[config.mk]
export PLATFORM = sky130hd
export DESIGN_NAME = gregorian_date_stepper_unit
export DESIGN_NICKNAME = d
export VERILOG_FILES = /design/src/rtl/core/gds_pkg.sv /design/src/rtl/core/gregorian_date_stepper_unit.sv
export SDC_FILE = /design/constraint.sdc
export NUM_CORES = 1
export LEC_CHECK = 0
export BUFFER_PORTS_ARGS = -buffer_cell sky130_fd_sc_hd__buf_2
export CAP_MARGIN = 40
export CORE_MARGIN = 3
export CORE_UTILIZATION = 30
export DETAILED_ROUTE_END_ITERATION = 8
export PLACE_DENSITY = 0.5
export SLEW_MARGIN = 20
export SYNTH_ARGS = -nofsm -noshare
export SYNTH_HDL_FRONTEND = slang
export SYNTH_SLANG_ARGS = --single-unit
[constraint.sdc]
create_clock -name aclk -period 5.9 [get_ports aclk]
set_input_delay 0.59 -clock aclk [delete_from_list [all_inputs] [get_ports aclk]]
set_output_delay 0.59 -clock aclk [all_outputs]
set_load 0.01 [all_outputs]
[src/rtl/core/gds_pkg.sv]
// Shared types, codes and calendar helpers for the Gregorian date stepper.
`timescale 1ns / 1ps

package gds_pkg;

    localparam int YEAR_WIDTH  = 16;
    localparam int COUNT_WIDTH = 16;

    localparam logic [YEAR_WIDTH-1:0] YEAR_RESET = YEAR_WIDTH'(2000);

    typedef enum logic [1:0] {
        OP_LOAD    = 2'd0,
        OP_ADVANCE = 2'd1,
        OP_COMPARE = 2'd2,
        OP_NONE    = 2'd3
    } op_t;

    typedef enum logic [1:0] {
        STAT_OK       = 2'd0,
        STAT_BAD_LOAD = 2'd1,
        STAT_WRAP     = 2'd2
    } status_t;

    typedef enum logic [1:0] {
        ST_IDLE,
        ST_LEAP,
        ST_STEP
    } state_t;

    // Inverse of an odd number modulo 2^64, by Newton iteration.
    function automatic logic [63:0] odd_inverse(input logic [63:0] d);
        logic [63:0] x;
        x = d;
        for (int i = 0; i < 6; i++) begin
            x = x * (64'd2 - d * x);
        end
        return x;
    endfunction

    // y divisible by 25 <=> y * inv(25) mod 2^W <= (2^W - 1) / 25
    localparam logic [YEAR_WIDTH-1:0] INV25 = YEAR_WIDTH'(odd_inverse(64'd25));
    localparam logic [YEAR_WIDTH-1:0] DIV25_LIMIT =
        YEAR_WIDTH'(((64'd1 << YEAR_WIDTH) - 64'd1) / 64'd25);

    // Month length; codes outside 1..12 read as 31.
    function automatic logic [4:0] month_len(input logic [3:0] month, input logic leap);
        logic [4:0] len;
        case (month)
            4'd2:                      len = leap ? 5'd29 : 5'd28;
            4'd4, 4'd6, 4'd9, 4'd11:   len = 5'd30;
            default:                   len = 5'd31;
        endcase
        return len;
    endfunction

endpackage

[src/rtl/core/gregorian_date_stepper_unit.sv]
// Top level of the Gregorian date stepper: date registers, day-step sequencer, result register.
`timescale 1ns / 1ps

// Usage:
//   The block holds one Gregorian date (year, month, day), 2000-01-01 after reset.
//   Input transactions arrive on the s_ stream; s_tuser carries the operation
//   (load, advance, compare) and s_tdata the operands. Every input transaction
//   yields exactly one result transaction on the m_ stream with the stored
//   date after the operation, the compare flags and a status code.
//   Sequence per operation:
//     load, compare, unused code : result registered in the cycle after acceptance.
//     advance by N days          : a leap refresh (ST_LEAP) after acceptance, then
//                                  one day stepped per cycle in ST_STEP by the shared
//                                  day-step unit, with a further leap refresh at each
//                                  year change; the result is registered when the
//                                  last day is stepped or after the last refresh.
//   The block takes one item at a time: s_tready is high only while the
//   sequencer is idle and the result register is empty or being drained.
//   When the receiver stalls, the result holds in the output register and
//   no new item is accepted until it is taken.
//   Reset (aresetn low, synchronous) restores 2000-01-01 and empties the
//   result register.
module gregorian_date_stepper_unit
    import gds_pkg::*;
(
    input  logic        aclk,
    input  logic        aresetn,
    input  logic        s_tvalid,
    output logic        s_tready,
    // [15:0] year_in, [19:16] month_in, [24:20] day_in, [40:25] shift_count, [47:41] zero
    input  logic [47:0] s_tdata,
    // [1:0] operation
    input  logic [1:0]  s_tuser,
    output logic        m_tvalid,
    input  logic        m_tready,
    // [15:0] year_out, [19:16] month_out, [24:20] day_out, [25] is_less,
    // [26] is_equal, [28:27] status, [31:29] zero
    output logic [31:0] m_tdata
);

    // Unpack the input transaction.
    logic [1:0]             op_in;
    logic [YEAR_WIDTH-1:0]  year_in;
    logic [3:0]             month_in;
    logic [4:0]             day_in;
    logic [COUNT_WIDTH-1:0] count_in;

    assign op_in    = s_tuser;
    assign year_in  = YEAR_WIDTH'(s_tdata[15:0]);
    assign month_in = s_tdata[19:16];
    assign day_in   = s_tdata[24:20];
    assign count_in = COUNT_WIDTH'(s_tdata[40:25]);

    state_t                 state_reg, state_next;
    logic [YEAR_WIDTH-1:0]  year_reg, year_next;
    logic [3:0]             month_reg, month_next;
    logic [4:0]             day_reg, day_next;
    logic                   leap_reg, leap_next;
    logic [COUNT_WIDTH-1:0] count_reg, count_next;
    status_t                stat_reg, stat_next;

    logic                   out_valid_reg, out_valid_next;
    logic [YEAR_WIDTH-1:0]  out_year_reg, out_year_next;
    logic [3:0]             out_month_reg, out_month_next;
    logic [4:0]             out_day_reg, out_day_next;
    logic                   out_less_reg, out_less_next;
    logic                   out_equal_reg, out_equal_next;
    status_t                out_stat_reg, out_stat_next;

    logic accept;
    logic slot_free;

    assign slot_free = !out_valid_reg || m_tready;
    assign s_tready  = (state_reg == ST_IDLE) && slot_free;
    assign accept    = s_tvalid && s_tready;

    // Leap test of the stored year: by 4, and by 400 where by 100.
    logic [YEAR_WIDTH-1:0] inv_prod;
    logic                  div25;
    logic                  leap_calc;

    assign inv_prod  = YEAR_WIDTH'(year_reg * INV25);
    assign div25     = (inv_prod <= DIV25_LIMIT);
    assign leap_calc = (year_reg[1:0] == 2'd0) && (!div25 || (year_reg[3:0] == 4'd0));

    // Shared day-step unit: one calendar day forward from the stored date.
    logic [4:0]            len_cur;
    logic                  day_roll;
    logic                  year_roll;
    logic [YEAR_WIDTH-1:0] year_inc;

    assign len_cur   = month_len(month_reg, leap_reg);
    assign day_roll  = !(day_reg < len_cur);
    assign year_roll = day_roll && (month_reg >= 4'd12);
    assign year_inc  = year_reg + YEAR_WIDTH'(1);

    // Compare stored date against the operands.
    logic cmp_less;
    logic cmp_equal;

    always_comb begin
        cmp_less  = 1'b0;
        cmp_equal = 1'b0;
        if (year_reg != year_in) begin
            cmp_less = year_reg < year_in;
        end else if (month_reg != month_in) begin
            cmp_less = month_reg < month_in;
        end else if (day_reg != day_in) begin
            cmp_less = day_reg < day_in;
        end else begin
            cmp_equal = 1'b1;
        end
    end

    logic load_ok;
    assign load_ok = (month_in >= 4'd1) && (month_in <= 4'd12) && (day_in != 5'd0);

    logic count_last;
    assign count_last = (count_reg == COUNT_WIDTH'(1));

    // Next state of the sequencer.
    always_comb begin
        state_next = state_reg;
        unique case (state_reg)
            ST_IDLE: begin
                if (accept && (op_in == OP_ADVANCE)) begin
                    state_next = ST_LEAP;
                end
            end
            ST_LEAP: begin
                // refresh the leap flag, then step or finish
                if (count_reg != '0) begin
                    state_next = ST_STEP;
                end else begin
                    state_next = ST_IDLE;
                end
            end
            ST_STEP: begin
                if (year_roll) begin
                    state_next = ST_LEAP;
                end else if (count_last) begin
                    state_next = ST_IDLE;
                end
            end
            default: state_next = ST_IDLE;
        endcase
    end

    // Datapath and result register updates.
    always_comb begin
        year_next      = year_reg;
        month_next     = month_reg;
        day_next       = day_reg;
        leap_next      = leap_reg;
        count_next     = count_reg;
        stat_next      = stat_reg;
        out_valid_next = out_valid_reg && !m_tready;
        out_year_next  = out_year_reg;
        out_month_next = out_month_reg;
        out_day_next   = out_day_reg;
        out_less_next  = out_less_reg;
        out_equal_next = out_equal_reg;
        out_stat_next  = out_stat_reg;

        unique case (state_reg)
            ST_IDLE: begin
                if (accept) begin
                    out_less_next  = 1'b0;
                    out_equal_next = 1'b0;
                    out_stat_next  = STAT_OK;
                    out_year_next  = year_reg;
                    out_month_next = month_reg;
                    out_day_next   = day_reg;
                    case (op_in)
                        OP_LOAD: begin
                            out_valid_next = 1'b1;
                            if (load_ok) begin
                                year_next      = year_in;
                                month_next     = month_in;
                                day_next       = day_in;
                                out_year_next  = year_in;
                                out_month_next = month_in;
                                out_day_next   = day_in;
                            end else begin
                                out_stat_next = STAT_BAD_LOAD;
                            end
                        end
                        OP_ADVANCE: begin
                            count_next = count_in;
                            stat_next  = STAT_OK;
                        end
                        OP_COMPARE: begin
                            out_valid_next = 1'b1;
                            out_less_next  = cmp_less;
                            out_equal_next = cmp_equal;
                        end
                        default: begin
                            out_valid_next = 1'b1;
                        end
                    endcase
                end
            end
            ST_LEAP: begin
                leap_next = leap_calc;
                if (count_reg == '0) begin
                    out_valid_next = 1'b1;
                    out_year_next  = year_reg;
                    out_month_next = month_reg;
                    out_day_next   = day_reg;
                    out_less_next  = 1'b0;
                    out_equal_next = 1'b0;
                    out_stat_next  = stat_reg;
                end
            end
            ST_STEP: begin
                count_next = count_reg - COUNT_WIDTH'(1);
                if (!day_roll) begin
                    day_next = day_reg + 5'd1;
                end else begin
                    day_next = 5'd1;
                    if (year_roll) begin
                        month_next = 4'd1;
                        year_next  = year_inc;
                        if (year_inc == '0) begin
                            stat_next = STAT_WRAP;
                        end
                    end else begin
                        month_next = month_reg + 4'd1;
                    end
                end
                // finish here unless a year change needs a leap refresh first
                if (!year_roll && count_last) begin
                    out_valid_next = 1'b1;
                    out_year_next  = year_next;
                    out_month_next = month_next;
                    out_day_next   = day_next;
                    out_less_next  = 1'b0;
                    out_equal_next = 1'b0;
                    out_stat_next  = stat_next;
                end
            end
            default: ;
        endcase
    end

    always_ff @(posedge aclk) begin
        if (!aresetn) begin
            state_reg     <= ST_IDLE;
            year_reg      <= YEAR_RESET;
            month_reg     <= 4'd1;
            day_reg       <= 5'd1;
            leap_reg      <= 1'b1;
            count_reg     <= '0;
            stat_reg      <= STAT_OK;
            out_valid_reg <= 1'b0;
        end else begin
            state_reg     <= state_next;
            year_reg      <= year_next;
            month_reg     <= month_next;
            day_reg       <= day_next;
            leap_reg      <= leap_next;
            count_reg     <= count_next;
            stat_reg      <= stat_next;
            out_valid_reg <= out_valid_next;
        end
    end

    always_ff @(posedge aclk) begin
        out_year_reg  <= out_year_next;
        out_month_reg <= out_month_next;
        out_day_reg   <= out_day_next;
        out_less_reg  <= out_less_next;
        out_equal_reg <= out_equal_next;
        out_stat_reg  <= out_stat_next;
    end

    assign m_tvalid = out_valid_reg;
    assign m_tdata  = {3'b000, out_stat_reg, out_equal_reg, out_less_reg,
                       out_day_reg, out_month_reg, 16'(out_year_reg)};

endmodule

After elaboration in Yosys (flattened, before gate mapping)
Index checks and enable logic that the tools add are counted.
Cells by class
  add/subtract/negate cells: 4
  $mul: 1
  $lt $le $gt $ge: 8
  eq/ne operators: 19
  muxes and demuxes: 67
  reductions and logical operators: 31
Operators by type and width (count)
  $mux 16: 9
  $pmux 16 s2: 2
  $pmux 16 s3: 1
  $logic_not 16->1: 2
  $mux 5: 6
  $mux 4: 7
  $mux 2: 12
  $mux 1: 19
  $add 16x1->16 const B: 1
  $eq 16x1->1 const B: 1
  $le 16x12->1 const B: 1
  $lt 16x16->1: 1
  $mul 16x15->16 const B: 1
  $ne 16x16->1: 1
  $reduce_bool 16->1: 1
  $sub 16x1->16 const B: 1
  $pmux 5 s3: 1
  $pmux 2 s3: 2
  $pmux 4 s3: 1
  $lt 5x5->1: 2
  $pmux 5 s2: 1
  $logic_and 1x1->1: 9
  $pmux 1 s3: 3
  $eq 4x3->1 const B: 2
  other kinds (28): 43
Word-level totals
  register bits after elaboration: 76
  input bits: 54
  output and inout bits: 34

Logic depth before layout (Yosys ltp)
Gate-level depths: netlist of run 1.
  depth in word-level cells: 10
  mapped depth: 18
  gate-level depth less buffers: 18

Worst setup path after synthesis of run 1
Ideal clock, no wire load.
  path type: register to register
  start: register month_reg[0]
  end: register out_day_reg[0], enable pin
  setup time: 0.457 ns
  arrival: 3.940 ns
  slack: 1.503 ns
  stages on the path, launching flop included: 9
  cell sequence: dfxtp_1 inv_1 ha_1 nor3b_1 ha_1 o2111ai_2 nor2_2 nand2_1 nor3b_1
On the way
  longest elaborated chain between the ends: 10
Ends and longest elaborated chain
  from (decl): line gregorian_date_stepper_unit.sv:56  | logic [3:0] month_reg, month_next;
  from (signal assigned): line gregorian_date_stepper_unit.sv:259  | month_reg <= month_next;
  $eq 4x3->1 / $eq 4x4->1 (equally long branches): line gds_pkg.sv:48  | case (month)
  $reduce_or 4->1: line gds_pkg.sv:48
  $pmux 2 s2: line gds_pkg.sv:48
  $lt 5x5->1: line gregorian_date_stepper_unit.sv:93  | assign day_roll = !(day_reg < len_cur);
  $logic_not 1->1: line gregorian_date_stepper_unit.sv:93
  $logic_and 1x1->1 (*): line gregorian_date_stepper_unit.sv:94  | assign year_roll = day_roll && (month_reg >= 4'd12);
  $logic_not 1->1 (*): line gregorian_date_stepper_unit.sv:232  | if (!year_roll && count_last) begin
  $logic_and 1x1->1 (*): line gregorian_date_stepper_unit.sv:232
  $ne 2x2->1 (no source line) (*)
  $reduce_and 4->1 (no source line) (*)
  to (signal assigned): line gregorian_date_stepper_unit.sv:271  | out_day_reg <= out_day_next;
  to (decl): line gregorian_date_stepper_unit.sv:65  | logic [4:0] out_day_reg, out_day_next;
Mark *: on every way between the ends. The rest lies on a longest branch, timed or not.
A chain may end at the register's enable or synchronous reset.

Worst setup path after layout of run 1
  start: register year_reg[8]
  end: register leap_reg
On the way
  longest elaborated chain between the ends: 5
Ends and longest elaborated chain
  from (decl): line gregorian_date_stepper_unit.sv:55  | logic [YEAR_WIDTH-1:0] year_reg, year_next;
  from (signal assigned): line gregorian_date_stepper_unit.sv:258  | year_reg <= year_next;
  $mul 16x15->16: line gregorian_date_stepper_unit.sv:82  | assign inv_prod = YEAR_WIDTH'(year_reg * INV25);
  $le 16x12->1: line gregorian_date_stepper_unit.sv:83  | assign div25 = (inv_prod <= DIV25_LIMIT);
  $logic_not 1->1: line gregorian_date_stepper_unit.sv:84  | assign leap_calc = (year_reg[1:0] == 2'd0) && (!div25 || (year_reg[3:0] == 4'd0));
  $logic_or 1x1->1: line gregorian_date_stepper_unit.sv:84
  $logic_and 1x1->1: line gregorian_date_stepper_unit.sv:84
  to (signal assigned): line gregorian_date_stepper_unit.sv:261  | leap_reg <= leap_next;
  to (decl): line gregorian_date_stepper_unit.sv:58  | logic leap_reg, leap_next;
Every way passes these cells.

==> results of run 1 <==
[stage by stage]
step,cell area [µm²],cells
after global routing,8460,1279
final,8460,1279
after detailed placement,8120,1260
after global placement,8110,1259
after floorplan,7450,898
after CTS,8410,1276
[synthesized netlist by cell type, types with 7 or more instances]
master	instances
nor3_1	24
or3_1	8
o22ai_1	7
a31oi_1	17
mux2i_1	17
o21a_1	12
fa_1	18
nand4_1	12
edfxtp_1	29
ha_1	100
a21oi_1	73
inv_1	92
dfxtp_1	47
nor2b_1	9
nor3b_1	7
clkbuf_1	30
a21o_1	8
nand2b_1	9
o21ai_0	58
nand2_1	59
nor2_1	69
xnor2_1	22
buf_2	10
nand3_1	18
[logic make-up (layout without fill, tap and decap cells)]
group | Yosys count | in the layout | synth area share, %
and+or+nand+nor | 256 | 256 | 17.9
AOI/OAI and AO/OA | 252 | 252 | 22.2
buffers and inverters | 144 | 201 | 7.75
adders and majority gates | 118 | 118 | 21.6
DFF | 76 | 76 | 24.3
xor gates and xnor gates | 28 | 28 | 3.29
muxes | 21 | 21 | 2.89
other | 1 | 3 | 0.0504
[routing by layer]
metal / global-route usage (%) / up-vias / wire [µm]
li1: - / 3356 / -
met1: 24.5 / 3140 / 11000
met2: 25.8 / 191 / 9970
met3: 4.21 / 14 / 1330
met4: 2.88 / 2 / 164
met5: 0 / - / 11
[layout make-up]
cell class | instances | share of cell area, %
clock buffers | 10 | 2.71
repair buffers | 92 | 6.18
inverters | 93 | 4.13
multi-input cells | 678 | 60.0
clock inverters | 6 | 0.769
well taps | 324 | 4.79
flip-flops and latches | 76 | 21.4
[worst max-delay path: stages (launching register included)]
cell	delay [ps]
dfxtp_1	710
ha_1	340
inv_1	80
fa_1	410
inv_1	70
ha_1	230
ha_1	280
inv_1	50
fa_1	530
inv_1	40
ha_1	290
ha_1	360
o21a_1	130
o31a_1	120
or2_2	290
nor3_1	200
o21ai_0	100
a21oi_1	220
a32oi_1	120
[how the worst max path moves through the flow]
stage	start	endpoint	slack (ps)	cells past startpoint
2_1_floorplan	month_reg[0]	out_day_reg[0]	1500	8
3_3_place_gp	year_reg[8]	leap_reg	1240	18
3_5_place_dp	year_reg[8]	leap_reg	1170	18
4_1_cts	year_reg[8]	leap_reg	1130	18
5_1_grt	year_reg[8]	leap_reg	830	18
6_report	year_reg[8]	leap_reg	1170	18
[power groups by stage]
| stage | sequential [mW] | clock, mW | combinational (mW) |
|---|---|---|---|
| 2_1_floorplan | 0.902 | 0 | 1.69 |
| 3_3_place_gp | 0.888 | 0 | 2.36 |
| 3_5_place_dp | 0.889 | 0 | 2.36 |
| 4_1_cts | 0.882 | 0.580 | 2.40 |
| 5_1_grt | 0.899 | 0.608 | 2.72 |
| 6_report | 0.881 | 0.568 | 2.37 |
==> out/results.ini, run 1 <==
[run]
cap_viol_max_count = 0

[sta]
fmax_ghz = 0.212
grt_setup_unrepaired = no
fin_crit_sh_pct = 80.1
post-route-worst-setup-slack_ps = 1170
relSlewSlack_pct = 49.7
fin_tns_setup_ps = 0
hold_slack_ps = 485
report.final.hold_viol_count = 0
setup_viol = 0
period_needed_ps = 4730
drv_slew = 0
finalClockSkew_ps = 10.6
worst_pin_slew_ps = 754

[route]
viasPerCell = 5.24
first_pass_iters = 5
drc = 0
postRouteAntennaNets = 0
drt-initial-drc-count = 403
wl_per_cell_um = 17.6
drt-total-wl_um = 22500
dr_total_vias = 6703

[layout]
multi_input_area_um2 = 5080
finalNetCount = 1122
layout-drive-gt1-share_pct = 14.6
mostFrequentLayoutCells = 99 x ha_1, 92 x inv_1, 77 x buf_2
post-route-util_pct = 34.7
diodes = 0
area_delta_synth_final_pct = 13.6
num-fill-cells = 2620
final_common_cell = ha_1
regArea_um2 = 1810

[setup_path]
r2r_end = leap_reg
worstSetupStartpointType = flip-flop
path_class = flip-flop to flip-flop
cp.required_ps = 6120
reg2reg_depth = 18
r2r_slack_ps = 1170
r2r-start = year_reg[8]
end_kind = flip-flop
cp_max_fo = 14
arrival_ps = 4940

[die]
die_area_um2 = 26800
rows = 57
fp.dieH_um = 164
io_pins = 88
die_x_um = 164
core_um2 = 24400
initial_core_util_pct = 30.5

[grt]
grt_max_degree = 38
grt_pass1_vias = 6399
grt_usage_pct = 17.0
grt_pass1_wl_um = 35600
grt-ovfl-total = 0
antenna_found_initial = 1

[cts]
htreeDepth = 3
cts_tree = done
clk_pin_slew_ps = 70
cts_root_buf = clkbuf_16
post_cts_buffers = 0
hold_buffers = 0
cts.sinks = 76
cts_max_path_buffers = 2
ctsResizeCount = 0
cts_buffers = 9
clock_latency_ps = 360

[worst_hold_path]
hold_class = flip-flop to flip-flop
hold_path_depth = 2
hold_path.startpoint = count_reg[15]
hold-path-endpoint = count_reg[15]

[logic_synthesis]
avgSynthCellArea_um2 = 8.31
synth_edf_count = 29
async_flop_share_pct = 0
ys.flop_type = dfxtp_1
synth.area.top_cells = ha_1 17%, dfxtp_1 13%, edfxtp_1 12%
synthDistinctLibCells = 83
yosysTopAreaCellShare_pct = 16.8
synth_cells = 896
netlist_area_um2 = 7450
ys_ff_latch = 76
synth-seq-area-share_pct = 24.3
synth_top_cell_by_area = ha_1
ys_warn_count = 0

[placed_design]
gp_congestion = 0.824
dpl.hpwl_um = 16500
portBuffers = 77
pre_cts_slack_ps = 1170

[power_and_ir_drop]
finalPower_mw = 3.82
leakage_nw = 3.55
p_clk_share_pct = 14.9
seqPwrFrac_pct = 23.1
powerDensity_nw_per_um2 = 451
combPwrFrac_pct = 62.1
swShare_pct = 46.1
netSwitchingPower_mw = 1.76
p_int_mw = 2.06
vdd_drop_max_v = 0.000263

[run_status]
outcome = complete, no violations

No activity file was read; power rests on OpenSTA's default activity.
==> inputs of run 2 (changes only) <==
==> constraint.sdc (replaced) <==
create_clock -name aclk -period 4.35 [get_ports aclk]
set_input_delay 0.435 -clock aclk [delete_from_list [all_inputs] [get_ports aclk]]
set_output_delay 0.435 -clock aclk [all_outputs]
set_load 0.01 [all_outputs]
==> out/results.ini, run 2 (synthesis gave the netlist of run 1 again) <==
[run_status]
outcome = complete, no violations

[route]
drc = 0  ; unchanged
drt-total-wl_um = 22900  ; +1.6%
postRouteAntennaNets = 0  ; unchanged
wl_per_cell_um = 17.5  ; -0.26%
drt-initial-drc-count = 366  ; -9.2%
first_pass_iters = 5  ; unchanged
dr_total_vias = 6855  ; +2.3%
viasPerCell = 5.26  ; +0.38%

[setup_path]
cp-startpoint = year_reg[2]
r2r-start = year_reg[2]
cpMostUsedCell = ha_1
arrival_ps = 4410  ; -530 ps
end_kind = flip-flop
cp_max_fo = 5  ; -9
worstSetupStartpointType = flip-flop
crit_path_cell_trace = ha_1, ha_1, inv_1, fa_2, fa_1, inv_1, fa_1, ha_2, ha_1, o211ai_1, a21oi_1, a2111oi_2, a21oi_1, a32oi_1
cp.required_ps = 4630  ; -1490 ps
cp_slowest_cell = fa_1
max_stage_delay_ps = 550  ; -160 ps
path_class = flip-flop to flip-flop

[die]
die_x_um = 164  ; unchanged
die_area_um2 = 26800  ; unchanged
core_um2 = 24400  ; unchanged
fp.dieH_um = 164  ; unchanged
rows = 57  ; unchanged
io_pins = 88  ; unchanged
initial_core_util_pct = 30.5  ; unchanged

[cts]
htreeDepth = 3  ; unchanged
cts_buffers = 9  ; unchanged
cts.sinks = 76  ; unchanged
clk_pin_slew_ps = 60  ; about the same
clock_latency_ps = 350  ; about the same
cts_tree = done
cts_root_buf = clkbuf_16
cts_max_path_buffers = 2  ; unchanged

[grt]
grt_max_degree = 40  ; +5.3%
grt_pass1_vias = 6610  ; +3.3%
grt_pass1_wl_um = 36800  ; +3.6%
grt-ovfl-total = 0  ; unchanged
antenna_found_initial = 0  ; -1
grt_usage_pct = 17.4  ; +0.42 points

[layout]
final_common_cell = ha_1
regArea_um2 = 1820  ; +0.21%
multi_input_area_um2 = 5180  ; +2.1%
finalNetCount = 1145  ; +2.0%
postLayoutCellArea_um2 = 8770  ; +3.7%
mostFrequentLayoutCells = 94 x ha_1, 92 x inv_1, 77 x buf_2
num-fill-cells = 2570  ; -1.9%
layout-drive-gt1-share_pct = 18.3  ; +3.7 points
final_cells = 1303  ; +1.9%
area_delta_synth_final_pct = 17.8

[sta]
relSlewSlack_pct = 42.5  ; -7.1 points
fmax_ghz = 0.242  ; +14%
worst_pin_slew_ps = 862  ; +108 ps
period_needed_ps = 4130  ; -592 ps
report.final.hold_viol_count = 0  ; unchanged
finalClockSkew_ps = 8.39  ; -2.22 ps
setup_viol = 0  ; unchanged
fin_crit_sh_pct = 95.0  ; +15 points
drv_slew = 0  ; unchanged
hold_slack_ps = 411  ; -73.7 ps
fin_tns_setup_ps = 0  ; unchanged

[placed_design]
place_area_um2 = 8360  ; +2.9%
portBuffers = 77  ; unchanged
dp_cells = 1285  ; +2.0%
gp_congestion = 0.848  ; +2.8%
dpl.hpwl_um = 17000  ; +3.3%

[run]
cap_viol_max_count = 0  ; unchanged

[power_and_ir_drop]
leakage_nw = 3.70  ; +4.1%
finalPower_mw = 5.59  ; +46%
powerDensity_nw_per_um2 = 638  ; +41%
vdd_drop_max_v = 0.000382  ; +45%

[worst_hold_path]
hold_class = input port to flip-flop
hold_path.startpoint = s_tdata[22]

## run 2: layout make-up
type | instances | share of cell area (%)
Tap cell | 324 | 4.62
Sequential cell | 76 | 20.7
Inverter | 93 | 3.98
Antenna cell | 1 | 0.0285
Multi-Input combinational cell | 678 | 59.1
Clock inverter | 6 | 0.899
Timing Repair Buffer | 115 | 8.06
Clock buffer | 10 | 2.61
## run 2: worst max-delay path, delay by kind of cell, from the launching register on
| family | cells | cell delay (ps) |
|---|---|---|
| buf+inv | 2 | 130 |
| flops | 1 | 330 |
| fa+ha+maj | 7 | 2830 |
| compound gates | 5 | 770 |
## run 2: timing repair
item | CTS | global route
endpoints found under the setup margin | 1 | 1
pin swaps | 1 | 7
buffers inserted | 1 | 0
hold buffers | 0 | 0
gates resized for setup | 2 | 16
## run 2: path summary, 6_finish.rpt
kind                          to  cells after the start  slack (ps)
setup / recovery        leap_reg                     14         220
setup reg to reg        leap_reg                     14         220
hold reg to reg      stat_reg[1]                      2         490
hold / removal    out_day_reg[2]                      3         410
## run 2: through the flow
step	utilization [%]	setup slack, ps
CTS	35.6	27.6
detailed placement	34.3	12.9
finish	36.0	216
floorplan	-	146
global placement	34.1	40.8
global route	35.9	-1.33
## run 2: per-layer routing
layer	wire length (µm)	global-route usage, %
met3	1650	4.16
met5	0	0
met4	250	3.00
met2	10300	27.4
met1	10600	24.5
## run 2: power breakdown
part / total (mW) / switching (mW) / internal, mW / leakage, nW
logic: 3.65 / 2.06 / 1.59 / 2.87
clock network: 0.810 / 0.313 / 0.498 / 0.154
registers: 1.13 / 0.111 / 1.02 / 0.670
total: 5.59 / 2.48 / 3.11 / 3.70
==> inputs of run 3 (changes only) <==
--- a/config.mk
+++ b/config.mk
@@ -9,6 +9,7 @@
 export CAP_MARGIN = 40
 export CORE_MARGIN = 3
 export CORE_UTILIZATION = 30
+export CTS_BUF_LIST = sky130_fd_sc_hd__clkbuf_8
 export DETAILED_ROUTE_END_ITERATION = 8
 export PLACE_DENSITY = 0.5
 export SLEW_MARGIN = 20
==> out/results.ini, run 3 (synthesis gave the netlist of run 1 again) <==
[route]
viasPerCell = 5.23  ; -0.53%
dr_total_vias = 6819  ; -0.53%
postRouteAntennaNets = 0  ; unchanged
drt-initial-drc-count = 424  ; +16%
wl_per_cell_um = 17.5  ; -0.11%
wl_met1_um = 11000  ; +3.3%
wl_met3_um = 1410  ; -15%
drt-total-wl_um = 22800  ; -0.11%
highest_layer = met4
first_pass_iters = 5  ; unchanged
dr_wl_met2_um = 10200  ; -1.4%
drc = 0  ; unchanged

[die]
io_pins = 88  ; unchanged
initial_core_util_pct = 30.5  ; unchanged
fp.dieH_um = 164  ; unchanged
die_x_um = 164  ; unchanged
die_area_um2 = 26800  ; unchanged
rows = 57  ; unchanged
core_um2 = 24400  ; unchanged

[sta]
fin_tns_setup_ps = 0  ; unchanged
period_needed_ps = 4140  ; +6.07 ps
fin_crit_sh_pct = 95.2  ; +0.14 points
fmax_ghz = 0.242  ; -0.15%
worst_pin_slew_ps = 856  ; -5.52 ps
finalClockSkew_ps = 9.36  ; +0.977 ps
setup_viol = 0  ; unchanged
report.final.hold_viol_count = 0  ; unchanged
drv_slew = 0  ; unchanged
relSlewSlack_pct = 42.9  ; +0.37 points

[cts]
cts_tree = done
cts_buffers = 9  ; unchanged
hold_buffers = 0  ; unchanged
cts_root_buf = clkbuf_8
clk_pin_slew_ps = 90  ; +30 ps
cts.sinks = 76  ; unchanged
clock_latency_ps = 380  ; +30 ps
cts_max_path_buffers = 2  ; unchanged
htreeDepth = 3  ; unchanged

[grt]
antenna_found_initial = 0  ; unchanged
grt_pass1_wl_um = 36800  ; unchanged
grt_usage_pct = 17.4  ; +0.032 points
grt_max_degree = 40  ; unchanged
grt_pass1_vias = 6606  ; -0.061%
grt-ovfl-total = 0  ; unchanged

[setup_path]
path_class = flip-flop to flip-flop
reg2reg_depth = 14  ; unchanged
cp-endpoint = leap_reg
r2r_slack_ps = 210  ; about the same
cpMostUsedCell = ha_1
crit_path_cell_trace = ha_1, ha_1, inv_1, fa_2, fa_1, inv_1, fa_1, ha_2, ha_1, o211ai_1, a21oi_1, a2111oi_2, a21oi_1, a32oi_1
cp_slowest_cell = fa_1
r2r-start = year_reg[2]
arrival_ps = 4450  ; +40 ps
r2r_end = leap_reg
cp_max_fo = 5  ; unchanged
cp.required_ps = 4660  ; +30 ps
max_stage_delay_ps = 550  ; about the same
worstSetupStartpointType = flip-flop
end_kind = flip-flop
cp-startpoint = year_reg[2]

[worst_hold_path]
hold_class = input port to flip-flop
hold_path_depth = 3  ; unchanged

[run_status]
outcome = complete, no violations

[layout]
layout-drive-gt1-share_pct = 18.4  ; +0.10 points
finalNetCount = 1145  ; unchanged
area_delta_synth_final_pct = 16.4
mostFrequentLayoutCells = 94 x ha_1, 93 x inv_1, 77 x buf_2
post-route-util_pct = 35.5  ; -0.41 points
final_common_cell = ha_1
num-fill-cells = 2580  ; +0.39%

[power_and_ir_drop]
swShare_pct = 45.7  ; +1.3 points
vdd_drop_max_v = 0.000382  ; about the same
seqPwrFrac_pct = 21.0  ; +0.7 points
leakage_nw = 3.65  ; -1.2%
powerDensity_nw_per_um2 = 621  ; -2.6%
combPwrFrac_pct = 67.8  ; +2.6 points
netSwitchingPower_mw = 2.46  ; -0.99%
p_clk_share_pct = 11.2  ; -3.3 points
p_int_mw = 2.93  ; -5.9%

[run]
cap_viol_max_count = 0  ; unchanged

[placed_design]
portBuffers = 77  ; unchanged
dpl.hpwl_um = 17000  ; unchanged
gp_congestion = 0.848  ; unchanged

-- run 3: cell types whose count changed in the layout (fill, tap and decap cells not counted), sizes merged --
cell	delta
clkbuf	-1
inv	+1
-- run 3: through the flow --
stage	total power, mW	cells	worst slack [ps]	instance area [µm²]	hold slack (ps)
CTS	5.16	1302	18.4	8580	353
global placement	4.45	1283	40.8	8320	474
floorplan	3.51	898	146	7460	445
global route	5.95	1302	-7.18	8670	357
detailed placement	4.43	1285	12.9	8360	476
finish	5.39	1303	210	8670	370
-- run 3: power groups by stage --
stage	Sequential (mW)	Combinational [mW]	Clock, mW
4_1_cts	1.13	3.40	0.631
5_1_grt	1.16	4.13	0.661
2_1_floorplan	1.22	2.29	0
3_3_place_gp	1.14	3.30	0
3_5_place_dp	1.15	3.29	0
6_report	1.13	3.65	0.604
-- run 3: worst min path at each step --
stage             startpoint  slack (ps)              to
2_1_floorplan  count_reg[15]         450   count_reg[15]
3_3_place_gp     stat_reg[1]         470     stat_reg[1]
3_5_place_dp     stat_reg[1]         480     stat_reg[1]
4_1_cts          s_tdata[22]         350  out_day_reg[2]
5_1_grt          s_tdata[22]         360  out_day_reg[2]
6_report          s_tdata[6]         370     year_reg[6]
-- run 3: layout make-up --
class	count	area [µm²]	area share, %
antenna	1	2.50	0.0289
multi-input combinational	678	5180	59.8
inverter	93	349	4.03
clock buffer	9	124	1.43
tap	324	405	4.68
timing repair buffer	115	707	8.15
clock inverter	7	82.6	0.953
sequential	76	1820	21.0
-- run 3: what timing repair did --
action                                 4_1_cts  5_1_grt
endpoints found under the hold margin        0        0
setup endpoints to repair                    1        1
pin swaps                                    1        7
buffers inserted                             1        0
resized for setup                            2       17
-- run 3: worst max-delay path: cells and delay by family, from the launching register on --
family	cells	cell delay, ps
buffers and inverters	2	130
AOI/OAI and AO/OA	5	770
adders and majority gates	7	2830
DFF	1	340
-- run 3: per-layer routing --
metal,global-route usage [%],vias to the layer above
met5,0,-
met3,4.18,23
met2,27.2,173
met1,24.5,3232
li1,-,3391
met4,3.34,0
